==> src/design/bdlp_pkg.sv <==
// ----------------------------------------------------------------------------
// Button debouncer package
// Shared widths, codes and structures for the debouncer with long-press flags.
// ----------------------------------------------------------------------------
package bdlp_pkg;

  localparam int NUM_BUTTONS = 2;
  localparam int OP_W        = 2;
  localparam int BTN_IDX_W   = 1;
  localparam int TICKS_W     = 16;
  localparam int STATE_W     = 2;
  localparam int CFG_IDX_W   = 2;
  localparam int CFG_DATA_W  = TICKS_W;

  localparam logic               RST_PRESS_LEVEL = 1'b0;
  localparam logic [TICKS_W-1:0] RST_LONG_TICKS  = TICKS_W'(100);

  typedef enum logic [OP_W-1:0] {
    OP_TICK     = 2'd0,
    OP_WR_SHORT = 2'd1,
    OP_WR_LONG  = 2'd2,
    OP_IDLE     = 2'd3
  } bdlp_op_t;

  typedef enum logic [STATE_W-1:0] {
    ST_RELEASED = 2'd0,
    ST_PRESSED  = 2'd1,
    ST_LONG     = 2'd2
  } bdlp_state_t;

  typedef enum logic [CFG_IDX_W-1:0] {
    CFG_PRESS_LEVEL = 2'd0,
    CFG_LONG_TICKS  = 2'd1
  } bdlp_cfg_idx_t;

  typedef struct packed {
    logic [OP_W-1:0]        operation;
    logic [NUM_BUTTONS-1:0] raw_levels;
    logic [BTN_IDX_W-1:0]   button_index;
    logic                   flag_value;
  } bdlp_item_t;

  typedef struct packed {
    logic [NUM_BUTTONS-1:0]         press_flags;
    logic [NUM_BUTTONS-1:0]         long_press_flags;
    logic [NUM_BUTTONS-1:0]         stable_levels;
    logic [STATE_W*NUM_BUTTONS-1:0] button_states;
  } bdlp_result_t;

  typedef struct packed {
    logic tick;
    logic pressed;
    logic wr_short;
    logic wr_long;
    logic flag_value;
  } bdlp_btn_ctl_t;

  typedef struct packed {
    logic               press_level;
    logic [TICKS_W-1:0] long_press_ticks;
  } bdlp_cfg_t;

endpackage

==> src/design/bdlp_if.sv <==
// ----------------------------------------------------------------------------
// Button debouncer channels
// Request, result and register-write channels with valid/ready handshakes.
// ----------------------------------------------------------------------------
interface bdlp_in_if
  import bdlp_pkg::*;
();
  logic                   valid;
  logic                   ready;
  logic [OP_W-1:0]        operation;
  logic [NUM_BUTTONS-1:0] raw_levels;
  logic [BTN_IDX_W-1:0]   button_index;
  logic                   flag_value;

  modport source (output valid, operation, raw_levels, button_index, flag_value,
                  input ready);
  modport sink   (input valid, operation, raw_levels, button_index, flag_value,
                  output ready);
endinterface

interface bdlp_out_if
  import bdlp_pkg::*;
();
  logic                           valid;
  logic                           ready;
  logic [NUM_BUTTONS-1:0]         press_flags;
  logic [NUM_BUTTONS-1:0]         long_press_flags;
  logic [NUM_BUTTONS-1:0]         stable_levels;
  logic [STATE_W*NUM_BUTTONS-1:0] button_states;

  modport source (output valid, press_flags, long_press_flags, stable_levels,
                  button_states, input ready);
  modport sink   (input valid, press_flags, long_press_flags, stable_levels,
                  button_states, output ready);
endinterface

interface bdlp_cfg_if
  import bdlp_pkg::*;
();
  logic                  valid;
  logic                  ready;
  logic [CFG_IDX_W-1:0]  reg_index;
  logic [CFG_DATA_W-1:0] wr_data;

  modport source (output valid, reg_index, wr_data, input ready);
  modport sink   (input valid, reg_index, wr_data, output ready);
endinterface

==> src/design/bdlp_cfg.sv <==
// ----------------------------------------------------------------------------
// Button debouncer configuration registers
// Press level and long-press tick count, written through the register channel.
// ----------------------------------------------------------------------------
module bdlp_cfg
  import bdlp_pkg::*;
(
  input  logic       clk,
  input  logic       rst,
  bdlp_cfg_if.sink   cfg_ch,
  output bdlp_cfg_t  cfg
);

  logic               press_level;
  logic [TICKS_W-1:0] long_press_ticks;

  assign cfg_ch.ready = 1'b1;

  always_ff @(posedge clk) begin
    if (rst) begin
      press_level      <= RST_PRESS_LEVEL;
      long_press_ticks <= RST_LONG_TICKS;
    end else if (cfg_ch.valid) begin
      case (cfg_ch.reg_index)
        CFG_PRESS_LEVEL: press_level      <= cfg_ch.wr_data[0];
        CFG_LONG_TICKS:  long_press_ticks <= cfg_ch.wr_data[TICKS_W-1:0];
        default: ;
      endcase
    end
  end

  assign cfg.press_level      = press_level;
  assign cfg.long_press_ticks = long_press_ticks;

endmodule

==> src/design/bdlp_sampler.sv <==
// ----------------------------------------------------------------------------
// Button debouncer sample history
// Three-deep pin history per button and the debounced level it settles on.
// ----------------------------------------------------------------------------
module bdlp_sampler
  import bdlp_pkg::*;
(
  input  logic                   clk,
  input  logic                   rst,
  input  logic                   tick,
  input  logic [NUM_BUTTONS-1:0] raw,
  output logic [NUM_BUTTONS-1:0] agree,
  output logic [NUM_BUTTONS-1:0] debounced_next
);

  logic [NUM_BUTTONS-1:0] newest_sample;
  logic [NUM_BUTTONS-1:0] middle_sample;
  logic [NUM_BUTTONS-1:0] debounced_level;

  // the oldest sample after the shift is the current middle one
  assign agree = ~(raw ^ newest_sample) & ~(newest_sample ^ middle_sample);

  always_comb begin
    debounced_next = debounced_level;
    if (tick) begin
      debounced_next = (debounced_level & ~agree) | (raw & agree);
    end
  end

  always_ff @(posedge clk) begin
    if (rst) begin
      newest_sample   <= {NUM_BUTTONS{RST_PRESS_LEVEL}};
      middle_sample   <= {NUM_BUTTONS{RST_PRESS_LEVEL}};
      debounced_level <= {NUM_BUTTONS{RST_PRESS_LEVEL}};
    end else begin
      if (tick) begin
        newest_sample <= raw;
        middle_sample <= newest_sample;
      end
      debounced_level <= debounced_next;
    end
  end

endmodule

==> src/design/bdlp_button.sv <==
// ----------------------------------------------------------------------------
// Button debouncer per-button state
// Released / pressed / long-pressed tracking, hold countdown and sticky flags.
// ----------------------------------------------------------------------------
module bdlp_button
  import bdlp_pkg::*;
(
  input  logic               clk,
  input  logic               rst,
  input  bdlp_btn_ctl_t      ctl,
  input  logic [TICKS_W-1:0] long_press_ticks,
  output logic [STATE_W-1:0] state_next_bits,
  output logic               short_next,
  output logic               long_next
);

  bdlp_state_t        state;
  bdlp_state_t        state_next;
  logic [TICKS_W-1:0] countdown;
  logic [TICKS_W-1:0] countdown_next;
  logic [TICKS_W-1:0] countdown_dec;
  logic               short_flag;
  logic               long_flag;

  assign countdown_dec = countdown - TICKS_W'(1);

  always_comb begin
    state_next     = state;
    countdown_next = countdown;
    short_next     = short_flag;
    long_next      = long_flag;
    if (ctl.tick) begin
      case (state)
        ST_RELEASED: begin
          if (ctl.pressed) begin
            state_next     = ST_PRESSED;
            countdown_next = long_press_ticks;
          end
        end
        ST_PRESSED, ST_LONG: begin
          if (ctl.pressed) begin
            if (countdown_dec == '0) begin
              long_next      = 1'b1;
              countdown_next = long_press_ticks;
              state_next     = ST_LONG;
            end else begin
              countdown_next = countdown_dec;
            end
          end else begin
            if (state == ST_PRESSED) begin
              short_next = 1'b1;
            end
            state_next = ST_RELEASED;
          end
        end
        default: ;
      endcase
    end
    if (ctl.wr_short) begin
      short_next = ctl.flag_value;
    end
    if (ctl.wr_long) begin
      long_next = ctl.flag_value;
    end
  end

  assign state_next_bits = state_next;

  always_ff @(posedge clk) begin
    if (rst) begin
      state      <= ST_RELEASED;
      countdown  <= RST_LONG_TICKS;
      short_flag <= 1'b0;
      long_flag  <= 1'b0;
    end else begin
      state      <= state_next;
      countdown  <= countdown_next;
      short_flag <= short_next;
      long_flag  <= long_next;
    end
  end

endmodule

==> src/design/button_debounce_long_press_core.sv <==
// ----------------------------------------------------------------------------
// Button debouncer with long-press detection
// Usage:
//   in_ch carries one request per handshake: a sample tick with the raw pin
//   levels, a write of one button's short-press or long-press flag, or idle.
//   out_ch returns exactly one result per request: the flags, debounced
//   levels and button states as they stand after that request.
//   cfg_ch writes the press level (index 0) and the long-press tick count
//   (index 1); it is always ready. Write it only while no request is in
//   flight.
//   A request passes through the request register and then the result register.
//   Throughput is one request per cycle while out_ch does not stall, set by the
//   single update stage between the request register and the result register.
//   Reset clears the flags, puts every button in released, fills the sample
//   history with the reset press level and loads the tick count of 100.
//   When out_ch stalls, the result is held and one more request is taken
//   into the request register; in_ch.ready then drops until out_ch moves.
// ----------------------------------------------------------------------------
module button_debounce_long_press_core
  import bdlp_pkg::*;
(
  input  logic       clk,
  input  logic       rst,
  bdlp_in_if.sink    in_ch,
  bdlp_out_if.source out_ch,
  bdlp_cfg_if.sink   cfg_ch
);

  bdlp_cfg_t              cfg;
  logic                   req_valid;
  bdlp_item_t             req;
  logic                   advance;
  logic                   tick;
  logic [NUM_BUTTONS-1:0] agree;
  logic [NUM_BUTTONS-1:0] debounced_next;
  bdlp_btn_ctl_t          btn_ctl [NUM_BUTTONS];
  bdlp_result_t           result_next;
  bdlp_result_t           result;
  logic                   out_valid;

  bdlp_cfg u_cfg (
    .clk    (clk),
    .rst    (rst),
    .cfg_ch (cfg_ch),
    .cfg    (cfg)
  );

  assign advance     = req_valid && (!out_valid || out_ch.ready);
  assign in_ch.ready = !req_valid || advance;
  assign tick        = advance && (req.operation == OP_TICK);

  always_ff @(posedge clk) begin
    if (rst) begin
      req_valid <= 1'b0;
    end else if (in_ch.ready) begin
      req_valid <= in_ch.valid;
    end
  end

  always_ff @(posedge clk) begin
    if (in_ch.ready && in_ch.valid) begin
      req.operation    <= in_ch.operation;
      req.raw_levels   <= in_ch.raw_levels;
      req.button_index <= in_ch.button_index;
      req.flag_value   <= in_ch.flag_value;
    end
  end

  bdlp_sampler u_sampler (
    .clk            (clk),
    .rst            (rst),
    .tick           (tick),
    .raw            (req.raw_levels),
    .agree          (agree),
    .debounced_next (debounced_next)
  );

  for (genvar b = 0; b < NUM_BUTTONS; b++) begin : g_btn
    logic targeted;

    assign targeted = (int'(req.button_index) == b);

    assign btn_ctl[b].tick       = tick && agree[b];
    assign btn_ctl[b].pressed    = (req.raw_levels[b] == cfg.press_level);
    assign btn_ctl[b].wr_short   = advance && (req.operation == OP_WR_SHORT) && targeted;
    assign btn_ctl[b].wr_long    = advance && (req.operation == OP_WR_LONG) && targeted;
    assign btn_ctl[b].flag_value = req.flag_value;

    bdlp_button u_button (
      .clk              (clk),
      .rst              (rst),
      .ctl              (btn_ctl[b]),
      .long_press_ticks (cfg.long_press_ticks),
      .state_next_bits  (result_next.button_states[STATE_W*b +: STATE_W]),
      .short_next       (result_next.press_flags[b]),
      .long_next        (result_next.long_press_flags[b])
    );
  end

  assign result_next.stable_levels = debounced_next;

  always_ff @(posedge clk) begin
    if (rst) begin
      out_valid <= 1'b0;
    end else if (advance) begin
      out_valid <= 1'b1;
    end else if (out_ch.ready) begin
      out_valid <= 1'b0;
    end
  end

  always_ff @(posedge clk) begin
    if (advance) begin
      result <= result_next;
    end
  end

  assign out_ch.valid            = out_valid;
  assign out_ch.press_flags      = result.press_flags;
  assign out_ch.long_press_flags = result.long_press_flags;
  assign out_ch.stable_levels    = result.stable_levels;
  assign out_ch.button_states    = result.button_states;

`ifndef SYNTHESIS
  a_no_result_after_reset: assert property (@(posedge clk)
    $past(rst) |-> !out_valid)
    else $error("result valid straight after reset");

  a_stall_only_when_full: assert property (@(posedge clk) disable iff (rst)
    !in_ch.ready |-> (req_valid && out_valid && !out_ch.ready))
    else $error("request side stalled without a blocked result");

  a_result_holds_without_advance: assert property (@(posedge clk) disable iff (rst)
    !advance |=> $stable(result))
    else $error("result register changed without an update");

  a_no_undefined_state: assert property (@(posedge clk) disable iff (rst)
    advance |-> (result_next.button_states[STATE_W-1:0] != {STATE_W{1'b1}}))
    else $error("button 0 reached an undefined state");
`endif

endmodule

==> src/flat_wrapper.sv <==
// flat-port wrapper written by rule: the top's interface ports become plain ports
module button_debounce_long_press_core_flat import bdlp_pkg::*;
  (clk, rst, in_ch_valid, in_ch_operation, in_ch_raw_levels, in_ch_button_index, in_ch_flag_value, in_ch_ready, out_ch_valid, out_ch_press_flags, out_ch_long_press_flags, out_ch_stable_levels, out_ch_button_states, out_ch_ready, cfg_ch_valid, cfg_ch_reg_index, cfg_ch_wr_data, cfg_ch_ready);
  bdlp_in_if in_ch_i ();
  bdlp_out_if out_ch_i ();
  bdlp_cfg_if cfg_ch_i ();
  input  logic clk;
  input  logic rst;
  input wire logic [$bits(in_ch_i.valid)-1:0] in_ch_valid;
  input wire logic [$bits(in_ch_i.operation)-1:0] in_ch_operation;
  input wire logic [$bits(in_ch_i.raw_levels)-1:0] in_ch_raw_levels;
  input wire logic [$bits(in_ch_i.button_index)-1:0] in_ch_button_index;
  input wire logic [$bits(in_ch_i.flag_value)-1:0] in_ch_flag_value;
  output wire logic [$bits(in_ch_i.ready)-1:0] in_ch_ready;
  output wire logic [$bits(out_ch_i.valid)-1:0] out_ch_valid;
  output wire logic [$bits(out_ch_i.press_flags)-1:0] out_ch_press_flags;
  output wire logic [$bits(out_ch_i.long_press_flags)-1:0] out_ch_long_press_flags;
  output wire logic [$bits(out_ch_i.stable_levels)-1:0] out_ch_stable_levels;
  output wire logic [$bits(out_ch_i.button_states)-1:0] out_ch_button_states;
  input wire logic [$bits(out_ch_i.ready)-1:0] out_ch_ready;
  input wire logic [$bits(cfg_ch_i.valid)-1:0] cfg_ch_valid;
  input wire logic [$bits(cfg_ch_i.reg_index)-1:0] cfg_ch_reg_index;
  input wire logic [$bits(cfg_ch_i.wr_data)-1:0] cfg_ch_wr_data;
  output wire logic [$bits(cfg_ch_i.ready)-1:0] cfg_ch_ready;
  assign in_ch_i.valid = in_ch_valid;
  assign in_ch_i.operation = in_ch_operation;
  assign in_ch_i.raw_levels = in_ch_raw_levels;
  assign in_ch_i.button_index = in_ch_button_index;
  assign in_ch_i.flag_value = in_ch_flag_value;
  assign in_ch_ready = in_ch_i.ready;
  assign out_ch_valid = out_ch_i.valid;
  assign out_ch_press_flags = out_ch_i.press_flags;
  assign out_ch_long_press_flags = out_ch_i.long_press_flags;
  assign out_ch_stable_levels = out_ch_i.stable_levels;
  assign out_ch_button_states = out_ch_i.button_states;
  assign out_ch_i.ready = out_ch_ready;
  assign cfg_ch_i.valid = cfg_ch_valid;
  assign cfg_ch_i.reg_index = cfg_ch_reg_index;
  assign cfg_ch_i.wr_data = cfg_ch_wr_data;
  assign cfg_ch_ready = cfg_ch_i.ready;
  button_debounce_long_press_core u_core (.clk(clk), .rst(rst), .in_ch(in_ch_i), .out_ch(out_ch_i), .cfg_ch(cfg_ch_i));
endmodule
==> config.mk <==
export PLATFORM = sky130hd
export DESIGN_NAME = button_debounce_long_press_core_flat
export DESIGN_NICKNAME = d
export VERILOG_FILES = /design/src/design/bdlp_pkg.sv /design/src/design/bdlp_if.sv /design/src/design/bdlp_cfg.sv /design/src/design/bdlp_sampler.sv /design/src/design/bdlp_button.sv /design/src/design/button_debounce_long_press_core.sv /design/src/flat_wrapper.sv
export SDC_FILE = /design/constraint.sdc
export NUM_CORES = 1
export LEC_CHECK = 0
export BUFFER_PORTS_ARGS = -buffer_cell sky130_fd_sc_hd__buf_4
export CELL_PAD_IN_SITES_DETAIL_PLACEMENT = 0
export CELL_PAD_IN_SITES_GLOBAL_PLACEMENT = 1
export CORE_UTILIZATION = 31
export CTS_BUF_LIST = sky130_fd_sc_hd__clkbuf_8
export DETAILED_ROUTE_END_ITERATION = 8
export GPL_TIMING_DRIVEN = 1
export PLACE_DENSITY = 0.58
export RECOVER_POWER = 50
export SLEW_MARGIN = 20
export SYNTH_ARGS = -nofsm -noshare
export SYNTH_HDL_FRONTEND = slang
export SYNTH_HIERARCHICAL = 1
export SYNTH_SLANG_ARGS = --single-unit
==> constraint.sdc <==
create_clock -name clk -period 2.95 [get_ports clk]
set_clock_uncertainty 0.2 [all_clocks]
set_input_delay 0.59 -clock clk [delete_from_list [all_inputs] [get_ports clk]]
set_output_delay 0.59 -clock clk [all_outputs]
set_load 0.02 [all_outputs]
==> results.sh <==
export IMPL_status="complete, no violations"
export IMPL_cts_buffers=9
export IMPL_gp_congestion=0.805
export IMPL_dr_total_vias=4182
export IMPL_clkLatencyLatePin_ns=0.37
export IMPL_cts_sinks=81
export IMPL_rsz0062_at_grt="false"
export IMPL_die_h_um=126
export IMPL_grt_max_degree=47
export IMPL_placed_cell_area_um2=5400
export IMPL_drt_iter0_drc=227
export IMPL_vdd_ir_drop_max_mv=0.195
export IMPL_area_growth_pct=15.5
export IMPL_hold_path_class="input port to flop"
export IMPL_antenna_found_initial=0
export IMPL_seq_area_um2=1780
export IMPL_netlist_cell_type_count=63
export IMPL_setup_tns_ns=0
export IMPL_yosysWarnings=6
export IMPL_crit_type="flop to flop"
export IMPL_syn_instance_count=538
export IMPL_final_common_cell="dfxtp_1"
export IMPL_cp_top_family="simple AND/OR/NAND/NOR gates"
export IMPL_first_global_vias=4066
export IMPL_drc=0
export IMPL_setup_viol=0
export IMPL_powerDensity_nw_per_um2=389
export IMPL_dp_hpwl_um=9800
export IMPL_die_width_um=126
export IMPL_hold_violations=0
export IMPL_via_per_inst=5.35
export IMPL_synthesis_area_um2=4800
export IMPL_ys_async_sr_fraction_pct=0
export IMPL_cts_hold_buf=0
export IMPL_drv_slew=0
export IMPL_synth_seq_cells=81
export IMPL_start_util_pct=31.7
export IMPL_end_kind="flop"
export IMPL_rows=45
export IMPL_grt_total_usage_pct=17.8
export IMPL_post_route_period_util_pct=95.0
export IMPL_io_pins=42
export IMPL_cts_buffer_depth=2
export IMPL_synth_edf_count=16
export IMPL_syn_num_nets=577
export IMPL_critPathRequiredTime_ns=3.02
export IMPL_maxCapViolCount=0
export IMPL_drt_wl_total_um=13300
export IMPL_crit_chain="or3_4 > or4_4 > nor2_4 > xor2_2 > o31ai_2 > buf_4 > a32o_1 > a221o_1"
export IMPL_n_antenna_cell=0
export IMPL_nets=627
export IMPL_seq_area_frac_synth_pct=37.1
export IMPL_layout_common_cells="dfxtp_1, nor2_1, buf_4"
export IMPL_post_drt_wl_per_cell_um=17.1
export IMPL_cp_arrival_ns=2.87
export IMPL_worst_path_largest_cell_delay_ns=0.46
export IMPL_start_kind="flop"
export IMPL_cts_resized=0
export IMPL_power_leakage_nw=1.86
export IMPL_avgSynthCellArea_um2=8.93
export IMPL_core_region_area_um2=15100
export IMPL_synth_flop_cell="dfxtp_1"
export IMPL_min_period_ns=2.80
export IMPL_max_slew_worst_pin_slew_ns=1.29
export IMPL_cts_htree_levels=3
export IMPL_worstPathMaxFanout=12
export IMPL_drive_gt1_share_pct=18.5
export IMPL_dieArea_um2=16000
export IMPL_port_buffers=40
export IMPL_cts_tree="done"
export IMPL_fillCellCount=1563
export IMPL_postCtsSetupRepairBufs=0
export IMPL_cp_slowest_cell="or4_4"
export IMPL_dp_cells=765
export IMPL_path_clk_slew_ns=0.10
export IMPL_finalNonFillerCells=781
export IMPL_multi_input_area_um2=2730
export IMPL_grt_pass1_wl_um=22000
export IMPL_max_freq_mhz=357
export IMPL_firstDrtPassIters=5
export IMPL_drtAntennaViolNets=0
export IMPL_final_cell_area_um2=5550
export IMPL_max_slew_margin_pct=14.2
export IMPL_grt_overflow=0
export IMPL_cp_num_buf_inv=1
export IMPL_cts_root_buf="clkbuf_8"
[through the flow]
step                worst slack [ns]  util [%]  hold slack, ns  power, W
floorplan                      0.223         -           0.249   0.00131
global placement               0.191      35.6           0.287   0.00139
detailed placement             0.175      35.6           0.289   0.00139
CTS                            0.156      36.9           0.157   0.00220
global route                 0.00600      36.6           0.179   0.00227
finish                         0.147      36.6           0.206   0.00216
[cell type report]
| type | count | share of cell area (%) |
|---|---|---|
| inverter | 25 | 1.69 |
| multi-input combinational | 399 | 49.1 |
| timing repair buffer | 72 | 9.45 |
| tap | 188 | 4.24 |
| sequential | 81 | 32.1 |
| clock buffer | 9 | 2.23 |
| clock inverter | 7 | 1.13 |
[sequential cells by signal, indices dropped and copies added (netlist names), 4 cells and up]
name,flops
u_core/out_ch.button_states,4
u_core/g_btn.u_button/state,4
u_core/req,4
u_core/g_btn.u_button/countdown,32
u_core/u_cfg/long_press_ticks,16
[worst register-to-register path: cells and delay by family, from the launching register on]
| kind | cells | cell delay, ns |
|---|---|---|
| AO/OA/AOI/OAI | 3 | 0.66 |
| flip-flops | 1 | 0.37 |
| XOR/XNOR | 1 | 0.25 |
| AND/OR/NAND/NOR | 3 | 1.03 |
| buffers and inverters | 1 | 0.21 |
[cells by family (layout without fill, tap and decap cells)]
group | after synthesis | after routing | synth area share (%)
AO/OA/AOI/OAI | 119 | 119 | 19.0
XOR/XNOR | 8 | 8 | 1.77
adder cells (fa/ha/maj) | 10 | 10 | 2.61
buffers and inverters | 58 | 113 | 6.28
flip-flops | 81 | 81 | 37.1
multiplexers | 29 | 29 | 6.04
other | 1 | 1 | 0.0781
AND/OR/NAND/NOR | 232 | 232 | 27.1
[synth_stat cells (all sizes together), types with 5 or more instances]
library cell / number / area share, %
clkbuf: 19 / 1.5
nand2: 28 / 2.2
o31a: 6 / 1.1
a221oi: 8 / 1.7
edfxtp: 16 / 10
nor2: 56 / 4.7
ha: 10 / 2.6
xnor2: 6 / 1.1
nand2b: 36 / 4.7
nand4: 10 / 1.3
and2: 8 / 1.0
buf: 14 / 2.8
nor3: 34 / 3.5
a31oi: 6 / 0.78
nand3: 18 / 1.9
o21ai: 30 / 3.9
mux2i: 29 / 6.0
or3: 10 / 1.9
nor4: 5 / 0.65
nor4b: 8 / 1.5
dfxtp: 65 / 27
a21oi: 18 / 1.9
inv: 25 / 2.0
[metal layers]
| layer | part of all wire, % | global-route usage [%] | vias up |
|---|---|---|---|
| met3 | 4.5 | 3.58 | 10 |
| met4 | 1.0 | 5.60 | 0 |
| met1 | 49 | 24.6 | 2003 |
| met5 | 0 | 0 | - |
| li1 | - | - | 2082 |
| met2 | 46 | 27.9 | 87 |
[report_power, final]
| group | internal, W | switching, W |
|---|---|---|
| sequential | 0.00115 | 0.0000255 |
| clock | 0.000322 | 0.000475 |
| combinational | 0.0000808 | 0.000100 |
[worst paths after layout]
check,from,endpoint,slack (ns),cells after the start
min,in_ch_operation[0],u_core/req[4]$_DFFE_PP_,0.21,1
min reg2reg,u_core/u_cfg/long_press_ticks[3]$_SDFFE_PP0P_,u_core/u_cfg/long_press_ticks[3]$_SDFFE_PP0P_,0.30,2
max reg2reg,u_core/g_btn[1].u_button/countdown[9]$_SDFFE_PP0P_,u_core/g_btn[1].u_button/countdown[5]$_SDFFE_PP1P_,0.15,8
max,u_core/g_btn[1].u_button/countdown[9]$_SDFFE_PP0P_,u_core/g_btn[1].u_button/countdown[5]$_SDFFE_PP1P_,0.15,8
Note: power is estimated with default switching activity, not from simulation.
